--- config.mk ---
export PLATFORM = sky130hd
export DESIGN_NAME = tpm_attest_quote_parser_core
export DESIGN_NICKNAME = d
export VERILOG_FILES = /design/src/rtl/core/tapq_pkg.sv /design/src/rtl/core/tapq_parser.sv /design/src/rtl/core/tapq_result_fifo.sv /design/src/rtl/core/tpm_attest_quote_parser_core.sv
export SDC_FILE = /design/constraint.sdc
export NUM_CORES = 1
export LEC_CHECK = 0
export ABC_AREA = 1
export BUFFER_PORTS_ARGS = -buffer_cell sky130_fd_sc_hd__clkbuf_2
export CORE_UTILIZATION = 30
export CTS_CLUSTER_SIZE = 10
export DETAILED_ROUTE_END_ITERATION = 7
export PLACE_DENSITY = 0.57
export REMOVE_ABC_BUFFERS = 1
export SETUP_SLACK_MARGIN = 0.3
export SLEW_MARGIN = 20
export SYNTH_ARGS = -nofsm -noshare
export SYNTH_HDL_FRONTEND = slang
export SYNTH_SLANG_ARGS = --single-unit
--- constraint.sdc ---
create_clock -name clk -period 3.2 [get_ports clk]
set_input_delay 0.64 -clock clk [delete_from_list [all_inputs] [get_ports clk]]
set_output_delay 0.64 -clock clk [all_outputs]
set_load 0.03 [all_outputs]
--- src/rtl/core/tapq_pkg.sv ---
package tapq_pkg;

	// Fixed values of the attestation structure.
	localparam logic [31:0] MAGIC_WORD      = 32'hff544347;
	localparam logic [15:0] QUOTE_TYPE      = 16'h8018;
	localparam logic [15:0] MAGIC_BYTES     = 16'd4;
	localparam logic [15:0] SHORT_BYTES     = 16'd2;
	localparam logic [15:0] SEL_COUNT_BYTES = 16'd4;
	localparam logic [15:0] SEL_SIZE_BYTES  = 16'd1;
	localparam logic [15:0] CLOCK_BYTES     = 16'd17;
	localparam logic [15:0] FW_BYTES        = 16'd8;

	// Default depth of the result queue; it must hold at least two results.
	localparam int RES_DEPTH = 4;

	typedef enum logic [1:0] {
		KIND_EXTRA  = 2'd0,
		KIND_DIGEST = 2'd1,
		KIND_STATUS = 2'd2
	} kind_t;

	typedef enum logic [3:0] {
		PH_MAGIC,
		PH_TYPE,
		PH_SIGNER_LEN,
		PH_SIGNER,
		PH_EXTRA_LEN,
		PH_EXTRA,
		PH_CLOCK,
		PH_FW,
		PH_SEL_COUNT,
		PH_SEL_HASH,
		PH_SEL_SIZE,
		PH_SEL_BITS,
		PH_DIGEST_LEN,
		PH_DIGEST,
		PH_DONE,
		PH_ERROR
	} phase_t;

	typedef struct packed {
		logic [7:0] in_byte;
		logic       in_last;
	} in_item_t;

	typedef struct packed {
		logic [1:0]  out_kind;
		logic [7:0]  out_byte;
		logic        out_last;
		logic        parse_ok;
		logic        is_quote;
		logic [15:0] extra_len;
		logic [15:0] digest_len;
	} res_item_t;

	// Results produced by one byte: an optional data byte, then an optional status.
	typedef struct packed {
		logic      data_vld;
		res_item_t data;
		logic      stat_vld;
		res_item_t stat;
	} push_t;

endpackage

--- src/rtl/core/tapq_parser.sv ---
module tapq_parser (
	input  logic               clk,
	input  logic               arst_n,
	input  logic               byte_vld,
	input  tapq_pkg::in_item_t item,
	output tapq_pkg::push_t    push
);

	tapq_pkg::phase_t phase_q, phase_d;
	logic [15:0] cnt_q, cnt_d;
	logic [31:0] acc_q, acc_d;
	logic [31:0] sel_q, sel_d;
	logic [15:0] type_q, type_d;
	logic [15:0] extra_q, extra_d;
	logic [15:0] digest_q, digest_d;
	logic        err_q, err_d;

	logic [31:0] acc_shift;
	logic [15:0] cnt_dec;
	logic [15:0] n16;
	logic [31:0] sel_dec;
	logic        active;
	logic        is_quote_d;

	assign acc_shift = {acc_q[23:0], item.in_byte};
	assign cnt_dec   = cnt_q - 16'd1;
	assign n16       = acc_shift[15:0];
	assign sel_dec   = sel_q - 32'd1;
	assign active    = (phase_q != tapq_pkg::PH_DONE) && (phase_q != tapq_pkg::PH_ERROR);

	always_comb begin
		phase_d  = phase_q;
		cnt_d    = cnt_q;
		acc_d    = acc_q;
		sel_d    = sel_q;
		type_d   = type_q;
		extra_d  = extra_q;
		digest_d = digest_q;
		err_d    = err_q;
		if (active) begin
			acc_d = acc_shift;
			cnt_d = cnt_dec;
			if (cnt_dec == 16'd0) begin
				acc_d = '0;
				case (phase_q)
					tapq_pkg::PH_MAGIC: begin
						if (acc_shift == tapq_pkg::MAGIC_WORD) begin
							phase_d = tapq_pkg::PH_TYPE;
							cnt_d   = tapq_pkg::SHORT_BYTES;
						end else begin
							err_d   = 1'b1;
							phase_d = tapq_pkg::PH_ERROR;
							cnt_d   = '0;
						end
					end
					tapq_pkg::PH_TYPE: begin
						type_d  = n16;
						phase_d = tapq_pkg::PH_SIGNER_LEN;
						cnt_d   = tapq_pkg::SHORT_BYTES;
					end
					tapq_pkg::PH_SIGNER_LEN: begin
						if (n16 != 16'd0) begin
							phase_d = tapq_pkg::PH_SIGNER;
							cnt_d   = n16;
						end else begin
							phase_d = tapq_pkg::PH_EXTRA_LEN;
							cnt_d   = tapq_pkg::SHORT_BYTES;
						end
					end
					tapq_pkg::PH_SIGNER: begin
						phase_d = tapq_pkg::PH_EXTRA_LEN;
						cnt_d   = tapq_pkg::SHORT_BYTES;
					end
					tapq_pkg::PH_EXTRA_LEN: begin
						extra_d = n16;
						if (n16 != 16'd0) begin
							phase_d = tapq_pkg::PH_EXTRA;
							cnt_d   = n16;
						end else begin
							phase_d = tapq_pkg::PH_CLOCK;
							cnt_d   = tapq_pkg::CLOCK_BYTES;
						end
					end
					tapq_pkg::PH_EXTRA: begin
						phase_d = tapq_pkg::PH_CLOCK;
						cnt_d   = tapq_pkg::CLOCK_BYTES;
					end
					tapq_pkg::PH_CLOCK: begin
						phase_d = tapq_pkg::PH_FW;
						cnt_d   = tapq_pkg::FW_BYTES;
					end
					tapq_pkg::PH_FW: begin
						if (type_q == tapq_pkg::QUOTE_TYPE) begin
							phase_d = tapq_pkg::PH_SEL_COUNT;
							cnt_d   = tapq_pkg::SEL_COUNT_BYTES;
						end else begin
							phase_d = tapq_pkg::PH_DONE;
							cnt_d   = '0;
						end
					end
					tapq_pkg::PH_SEL_HASH: begin
						phase_d = tapq_pkg::PH_SEL_SIZE;
						cnt_d   = tapq_pkg::SEL_SIZE_BYTES;
					end
					tapq_pkg::PH_SEL_COUNT, tapq_pkg::PH_SEL_SIZE,
					tapq_pkg::PH_SEL_BITS: begin
						if (phase_q == tapq_pkg::PH_SEL_SIZE && acc_shift[7:0] != 8'd0) begin
							phase_d = tapq_pkg::PH_SEL_BITS;
							cnt_d   = {8'd0, acc_shift[7:0]};
						end else begin
							// A selection count loads the counter; a finished selection
							// counts it down. Either way the list then continues or ends.
							sel_d = (phase_q == tapq_pkg::PH_SEL_COUNT) ? acc_shift : sel_dec;
							if (sel_d == 32'd0) begin
								phase_d = tapq_pkg::PH_DIGEST_LEN;
								cnt_d   = tapq_pkg::SHORT_BYTES;
							end else begin
								phase_d = tapq_pkg::PH_SEL_HASH;
								cnt_d   = tapq_pkg::SHORT_BYTES;
							end
						end
					end
					tapq_pkg::PH_DIGEST_LEN: begin
						digest_d = n16;
						if (n16 != 16'd0) begin
							phase_d = tapq_pkg::PH_DIGEST;
							cnt_d   = n16;
						end else begin
							phase_d = tapq_pkg::PH_DONE;
							cnt_d   = '0;
						end
					end
					tapq_pkg::PH_DIGEST: begin
						phase_d = tapq_pkg::PH_DONE;
						cnt_d   = '0;
					end
					default: begin
						phase_d = tapq_pkg::PH_ERROR;
						cnt_d   = '0;
					end
				endcase
			end
		end
	end

	assign is_quote_d = (type_d == tapq_pkg::QUOTE_TYPE);

	always_comb begin
		push = '0;
		push.data_vld      = byte_vld && active &&
			((phase_q == tapq_pkg::PH_EXTRA) || (phase_q == tapq_pkg::PH_DIGEST));
		push.data.out_kind = (phase_q == tapq_pkg::PH_EXTRA) ? tapq_pkg::KIND_EXTRA
			: tapq_pkg::KIND_DIGEST;
		push.data.out_byte = item.in_byte;
		push.stat_vld        = byte_vld && item.in_last;
		push.stat.out_kind   = tapq_pkg::KIND_STATUS;
		push.stat.out_last   = 1'b1;
		push.stat.parse_ok   = (phase_d == tapq_pkg::PH_DONE) && !err_d;
		push.stat.is_quote   = is_quote_d;
		push.stat.extra_len  = extra_d;
		push.stat.digest_len = is_quote_d ? digest_d : 16'd0;
	end

	always_ff @(posedge clk or negedge arst_n) begin
		if (!arst_n) begin
			phase_q  <= tapq_pkg::PH_MAGIC;
			cnt_q    <= tapq_pkg::MAGIC_BYTES;
			acc_q    <= '0;
			sel_q    <= '0;
			type_q   <= '0;
			extra_q  <= '0;
			digest_q <= '0;
			err_q    <= 1'b0;
		end else if (byte_vld) begin
			if (item.in_last) begin
				phase_q  <= tapq_pkg::PH_MAGIC;
				cnt_q    <= tapq_pkg::MAGIC_BYTES;
				acc_q    <= '0;
				sel_q    <= '0;
				type_q   <= '0;
				extra_q  <= '0;
				digest_q <= '0;
				err_q    <= 1'b0;
			end else begin
				phase_q  <= phase_d;
				cnt_q    <= cnt_d;
				acc_q    <= acc_d;
				sel_q    <= sel_d;
				type_q   <= type_d;
				extra_q  <= extra_d;
				digest_q <= digest_d;
				err_q    <= err_d;
			end
		end
	end

endmodule

--- src/rtl/core/tapq_result_fifo.sv ---
module tapq_result_fifo #(
	parameter int DEPTH = tapq_pkg::RES_DEPTH
) (
	input  logic                clk,
	input  logic                arst_n,
	input  tapq_pkg::push_t     push,
	output logic                room2,
	output logic                res_valid,
	input  logic                res_stall,
	output tapq_pkg::res_item_t res_item
);

	localparam int PW = (DEPTH > 1) ? $clog2(DEPTH) : 1;
	localparam int CW = $clog2(DEPTH + 1);

	tapq_pkg::res_item_t mem [DEPTH];
	logic [PW-1:0] wr_q, rd_q, wr_nxt;
	logic [CW-1:0] count_q;
	logic          pop;
	logic [1:0]    npush;

	function automatic logic [PW-1:0] inc(input logic [PW-1:0] p);
		return (p == PW'(DEPTH - 1)) ? '0 : p + 1'b1;
	endfunction

	assign wr_nxt    = inc(wr_q);
	assign res_valid = (count_q != '0);
	assign res_item  = mem[rd_q];
	assign pop       = res_valid && !res_stall;
	assign npush     = {1'b0, push.data_vld} + {1'b0, push.stat_vld};
	assign room2     = (count_q <= CW'(DEPTH - 2));

	always_ff @(posedge clk) begin
		if (push.data_vld) begin
			mem[wr_q] <= push.data;
			if (push.stat_vld) begin
				mem[wr_nxt] <= push.stat;
			end
		end else if (push.stat_vld) begin
			mem[wr_q] <= push.stat;
		end
	end

	always_ff @(posedge clk or negedge arst_n) begin
		if (!arst_n) begin
			wr_q    <= '0;
			rd_q    <= '0;
			count_q <= '0;
		end else begin
			case (npush)
				2'd1:    wr_q <= wr_nxt;
				2'd2:    wr_q <= inc(wr_nxt);
				default: wr_q <= wr_q;
			endcase
			if (pop) begin
				rd_q <= inc(rd_q);
			end
			count_q <= count_q + CW'(npush) - CW'(pop);
		end
	end

endmodule

--- src/rtl/core/tpm_attest_quote_parser_core.sv ---
// A byte is held in the input register, then parsed as its results enter the result queue.
// A final byte that also carries a data byte queues its status behind the data result.
// One byte per cycle while the queue has room; a status result takes one more slot on the output.
// The result queue sets the rate: a byte enters the parser only when two slots are free.
// Reset (arst_n low, asynchronous) returns the parser to the magic-word phase and empties the queue.
module tpm_attest_quote_parser_core #(
	parameter int RES_DEPTH = tapq_pkg::RES_DEPTH
) (
	input  logic                clk,
	input  logic                arst_n,
	input  logic                src_valid,
	output logic                src_stall,
	input  tapq_pkg::in_item_t  src_item,
	output logic                res_valid,
	input  logic                res_stall,
	output tapq_pkg::res_item_t res_item
);

	// The input register holds one byte in front of the parser. It advances whenever the
	// result queue has room for the two results a single byte can cause (a data byte and,
	// on the final byte of a buffer, the status), so the parser never has to back up.
	logic               vld_s1;
	tapq_pkg::in_item_t item_s1;
	logic               room2;
	logic               adv_s1;
	tapq_pkg::push_t    push;

	assign adv_s1    = vld_s1 && room2;
	assign src_stall = vld_s1 && !room2;

	always_ff @(posedge clk or negedge arst_n) begin
		if (!arst_n) begin
			vld_s1 <= 1'b0;
		end else if (!src_stall) begin
			vld_s1 <= src_valid;
		end
	end

	always_ff @(posedge clk) begin
		if (src_valid && !src_stall) begin
			item_s1 <= src_item;
		end
	end

	// The parser walks the structure field by field. Data bytes inside extraData and the
	// PCR digest are passed through; the final byte of a buffer adds a status result and
	// brings the parser back to its starting phase.
	tapq_parser u_parser (
		.clk      (clk),
		.arst_n   (arst_n),
		.byte_vld (adv_s1),
		.item     (item_s1),
		.push     (push)
	);

	// The result queue is the output register: a waiting result never blocks a new byte
	// as long as two slots remain free.
	tapq_result_fifo #(
		.DEPTH (RES_DEPTH)
	) u_res_fifo (
		.clk       (clk),
		.arst_n    (arst_n),
		.push      (push),
		.room2     (room2),
		.res_valid (res_valid),
		.res_stall (res_stall),
		.res_item  (res_item)
	);

	// A final byte that enters the parser always produces a status result.
	a_last_gives_status: assert property (@(posedge clk) disable iff (!arst_n)
		(adv_s1 && item_s1.in_last) |-> push.stat_vld)
		else $error("final byte produced no status");

	// A passed-through byte is never tagged as a status.
	a_data_kind: assert property (@(posedge clk) disable iff (!arst_n)
		push.data_vld |-> (push.data.out_kind != tapq_pkg::KIND_STATUS))
		else $error("data result tagged as status");

	// Back pressure on the input only ever comes from a held byte.
	a_stall_held: assert property (@(posedge clk) disable iff (!arst_n)
		src_stall |-> vld_s1)
		else $error("input stalled with empty input register");

	// Only status results carry the last mark.
	a_last_on_status: assert property (@(posedge clk) disable iff (!arst_n)
		res_valid |-> (res_item.out_last == (res_item.out_kind == tapq_pkg::KIND_STATUS)))
		else $error("last mark does not match result kind");

endmodule

Word level (Yosys, flattened, before mapping)
Memory sizes are Yosys's and may differ from the RTL's. Cells that the tools add are included.

Memories kept: 1. Output and inout port bits: 47. RAM bits: 180. Logic and storage cells: 140. Flip-flop bits (word level): 142. Input bits: 13.

Memories: u_res_fifo.mem (words 4, width 45, rd ports 1, clocked after Yosys merged registers in 0, wr ports 2, line tapq_result_fifo.sv:16) `tapq_pkg::res_item_t mem [DEPTH];`.

Add/subtract/negate cells: 8. Eq/ne operators: 25. Bitwise logic cells: 1. Mux-type cells: 61. Order comparisons: 1. Reduce and logical (&&, ||, !) cells: 29.

Operator list (count): $mux 16 (19); $mux 32 (6); $pmux 16 s10 (1); $mux 24 (3); $pmux 4 s12 (1); $mux 45 (1); $eq 16x16->1 const B (2); $eq 32x32->1 const B (1); $logic_not 32->1 (1); $sub 32x1->32 const B (1); $eq 4x4->1 const B (7); $mux 4 (5); $eq 4x3->1 const B (4); $logic_not 16->1 (1); $reduce_bool 16->1 (1); $sub 16x1->16 const B (1); $mux 1 (13); $mux 2 (6); $mux 3 (4); $logic_and 1x1->1 (10); $eq 2x2->1 const B (4); $eq 4x2->1 const B (2); $mux 8 (1); $ne 4x4->1 const B (2); other kinds (20) (28).

Longest topological paths before layout
Depth after elaboration: 11. Mapped depth: 20. Gate-level depth less buffers: 20.

Cells and area by module
Synthesis repeated with hierarchy kept, for this count alone.

Cells, all modules: 2427. Area, all modules: 18944.4 µm².

Modules (own cells, without submodules): tapq_result_fifo (instances 1, cells an instance 1102, sequential area each 5580.4 µm², area an instance 9874.5 µm²); tapq_parser (instances 1, cells an instance 1307, sequential area each 3129.3 µm², area an instance 8734.6 µm²); tpm_attest_quote_parser_core (instances 1, cells an instance 18, sequential area each 295.3 µm², area an instance 335.3 µm²).

Worst setup path before layout
Ideal clock, no wire load.

Path type: register to register. Start: register u_res_fifo.count_q[0]. End: memory u_res_fifo.mem[0][0] (netlist name) (enable). Arrival time: 2745 ps. Required time: 2808 ps. Buffers on the path: 1. Library setup time: 392 ps. Slack: 63 ps. Clock period less this slack: 3137 ps. Stages on the path, launching flop included: 12. Cells stage by stage: dfrtp_1 > inv_1 > o21ai_0 > nor2_1 > clkinv_1 > nor3_1 > inv_1 > ha_1 > inv_1 > nand2_1 > clkbuf_1 > nand2_1.

RTL lines: from (decl) (line tapq_result_fifo.sv:18) `logic [CW-1:0] count_q;`; from (signal assigned) (line tapq_result_fifo.sv:58) `count_q <= count_q + CW'(npush) - CW'(pop);`; to (decl) (line tapq_result_fifo.sv:16).

==> run metrics <==
status finished, final reports clean; fmax 0.344 GHz; Initial Util 30.4%; I/O Buffers 59; Clock Sinks 318; diode count 0; CP Capture Type register; maximum clock insertion buffer count 3; Top cell by count, worst path nand3_4; fin crit period 2.91 ns; fin crit share 90.8%; DRT iter0 DRCs 1351; Synth cell types 47; vias in the first global route 13800; # rows 84; synth-to-layout area growth 23.7%; synthesized instance count 1934; M1 WL 23700 um; hpwl dp 33800 um; RSZ-0062 raised after global routing true; top_reg_cell synth edfxtp_1; DR top layer met4; DR DRC count 0; CTS tree built; hold_buf cts 0; final net count 2106; top-level I/O count 60; GR Util All Layers 19.0%; die area 54300 um^2; WL met2 24300 um; power density over the cells 969 nW/um^2; Design Area, Final 19800 um^2; Max rail drop VDD 0.000419 V; Die Span X 233 um; Max Transition Viols Final 0; post-synthesis register bit count 318; total grt overflow 0; Cell Area, Synth 16000 um^2; critical path startpoint u_parser.cnt_q[1]; Worst Hold Class primary input to async pin; fraction of registers with async set or reset after synthesis 41.8%; number of flops mapped to enable cells by yosys 145; core area 52700 um^2; placed instance area 17600 um^2; share of layout cells above drive strength 1 18.2%; Final setup violation count 0; CP max stage delay 0.41 ns; setup_tns 0 ns; largest net degree at the start of global routing 65; initial antenna violation count 0; fin worst setup slack 0.293 ns; Clock Skew 0.0262 ns; dpl ws -0.0468 ns; max_slew headroom 52.3%; slowest CP cell dfrtp_1; P_leak 8.23 nW; Post-DRT Antenna Nets 0; RePlAce Congestion 0.893; Worst Tran Pin Value 0.712 ns; Hold Vio Cnt, Final 0; iteration count of the initial detailed-routing pass 8; Vert. Die Dim 233 um; clock transition at the registers of the reported paths 0.06 ns; insertion delay to the later sink of the worst-skew pair 0.57 ns; critical path type register to register; Worst EP required 3.52 ns; average wire per standard cell 18.8 um; syn avg cell area 8.28 um^2; Util after Layout 37.6%; Largest delay share family, worst path simple AND/OR/NAND/NOR gates; Routed WL 52600 um; worst path arrival time 3.22 ns; sequential fraction of the synthesis area 53.0%; H-tree Lvls 2; global-route wire length before repair 80000 um; post-DR vias/cell 5.20; Root Driver clkbuf_16; number of max-cap violations 0; r2r startpoint u_parser.cnt_q[1]; worst hold margin 0.124 ns; critical path launch point type register; crit-path cells inv_2 -> ha_4 -> nand3_4 -> nor2_4 -> xor2_1 -> nand2_1 -> nor3_4 -> nand3_4 -> buf_6 -> buf_6 -> o21ai_4 -> nor2_2 -> nand2_2 -> nor2_8 -> nand3_4 -> clkbuf_16 -> nor2_1; wire length on met3 3560 um; via count 14500; CP Buf/Inv Count 4; worst-path fanout max 8; fillers 5273; CTS buffer count 40; Ys Warns 0
## synthesized netlist by cell type (all sizes together) (7+ instances only)
master	n	area share (%)
nand4	29	1.2
dfrtp	132	21
dfxtp	40	5.0
ha	17	1.3
clkbuf	80	1.9
nand2	360	8.6
nor2	392	9.7
o21ai	253	8.0
nand3	123	4.3
edfxtp	145	27
o22ai	100	3.9
xor2	13	0.80
inv	153	3.6
a21oi	47	1.5
clkinv	7	0.16
buf	12	0.66
## cell usage in the layout, fill, tap and decap left out, types with 13 or more instances in the layout
cell type,count
nor2_1,345
nand2_1,341
o21ai_0,244
edfxtp_1,145
inv_1,140
dfrtp_1,129
nand3_1,113
buf_4,101
o22ai_1,99
clkbuf_2,58
clkbuf_16,44
dfxtp_1,40
nand4_1,28
nor2_2,26
a21oi_2,26
a21oi_1,21
nor2_4,19
clkbuf_1,19
nand2_2,16
ha_1,15
buf_12,13
## state kept, by name, indices dropped and copies added (netlist names)
| register | flops |
|---|---|
| item_s1 | 9 |
| u_parser.acc_q | 24 |
| u_parser.cnt_q | 16 |
| u_parser.digest_q | 16 |
| u_parser.err_q | 1 |
| u_parser.extra_q | 16 |
| u_parser.phase_q | 4 |
| u_parser.sel_q | 32 |
| u_parser.type_q | 16 |
| u_res_fifo.count_q | 3 |
| u_res_fifo.mem | 176 |
| u_res_fifo.rd_q | 2 |
| u_res_fifo.wr_q | 2 |
| vld_s1 | 1 |
## timing repair
action	in CTS	in global routing
resized for setup	20	121
setup endpoints to repair	297	406
gates cloned	2	7
pin swaps	12	27
buffers inserted	10	21
endpoints found under the hold margin	0	0
## where the power goes
part / switching, mW / total (mW) / leakage (nW) / internal (mW)
clock network: 1.81 / 4.55 / 0.631 / 2.74
registers: 0.569 / 5.69 / 3.42 / 5.12
logic: 6.17 / 8.96 / 4.18 / 2.78
total: 8.55 / 19.2 / 8.23 / 10.6
## metrics by stage
stage | instances | power, mW
3_5_place_dp | 2681 | 14.1
3_3_place_gp | 2681 | 14.0
5_1_grt | 2794 | 20.4
2_1_floorplan | 1842 | 11.1
6_report | 2794 | 19.2
4_1_cts | 2766 | 18.8
## metal layers
metal | GRT usage, % | vias up
li1 | - | 6823
met1 | 27.0 | 7136
met2 | 30.1 | 495
met3 | 2.76 | 80
met4 | 4.78 | 0
met5 | 0 | -
## path summary, 6_finish.rpt
path	cells after the start	slack, ns	to
hold / removal	1	0.12	u_parser.digest_q[3]
setup reg to reg	17	0.29	u_res_fifo.mem[2][2]
max in group asynchronous	2	2.31	u_parser.type_q[12]
min in group clk	1	0.25	item_s1[2]
setup / recovery	17	0.29	u_res_fifo.mem[2][2]
hold reg to reg	2	0.45	u_res_fifo.mem[3][34]
## kinds of logic after synthesis
logic type	share of synthesized area, %
AOI/OAI and AO/OA	13.9
buffers and inverters	6.28
DFF	53.0
and+or+nand+nor	24.5
xor gates and xnor gates	0.914
adders and majority gates	1.45
## layout make-up
type                    count  area (um^2)  share of cell area [%]
repair inverters            1         5.00                  0.0253
repair buffers            186         1500                    7.58
inverters                 160          614                    3.10
flip-flops and latches    318         8490                    42.8
clock inverters             8          149                   0.751
clock buffers              65         1170                    5.88
multi-input cells        1368         7030                    35.5
well taps                 688          861                    4.34
Power figures use the tool's default switching activity.
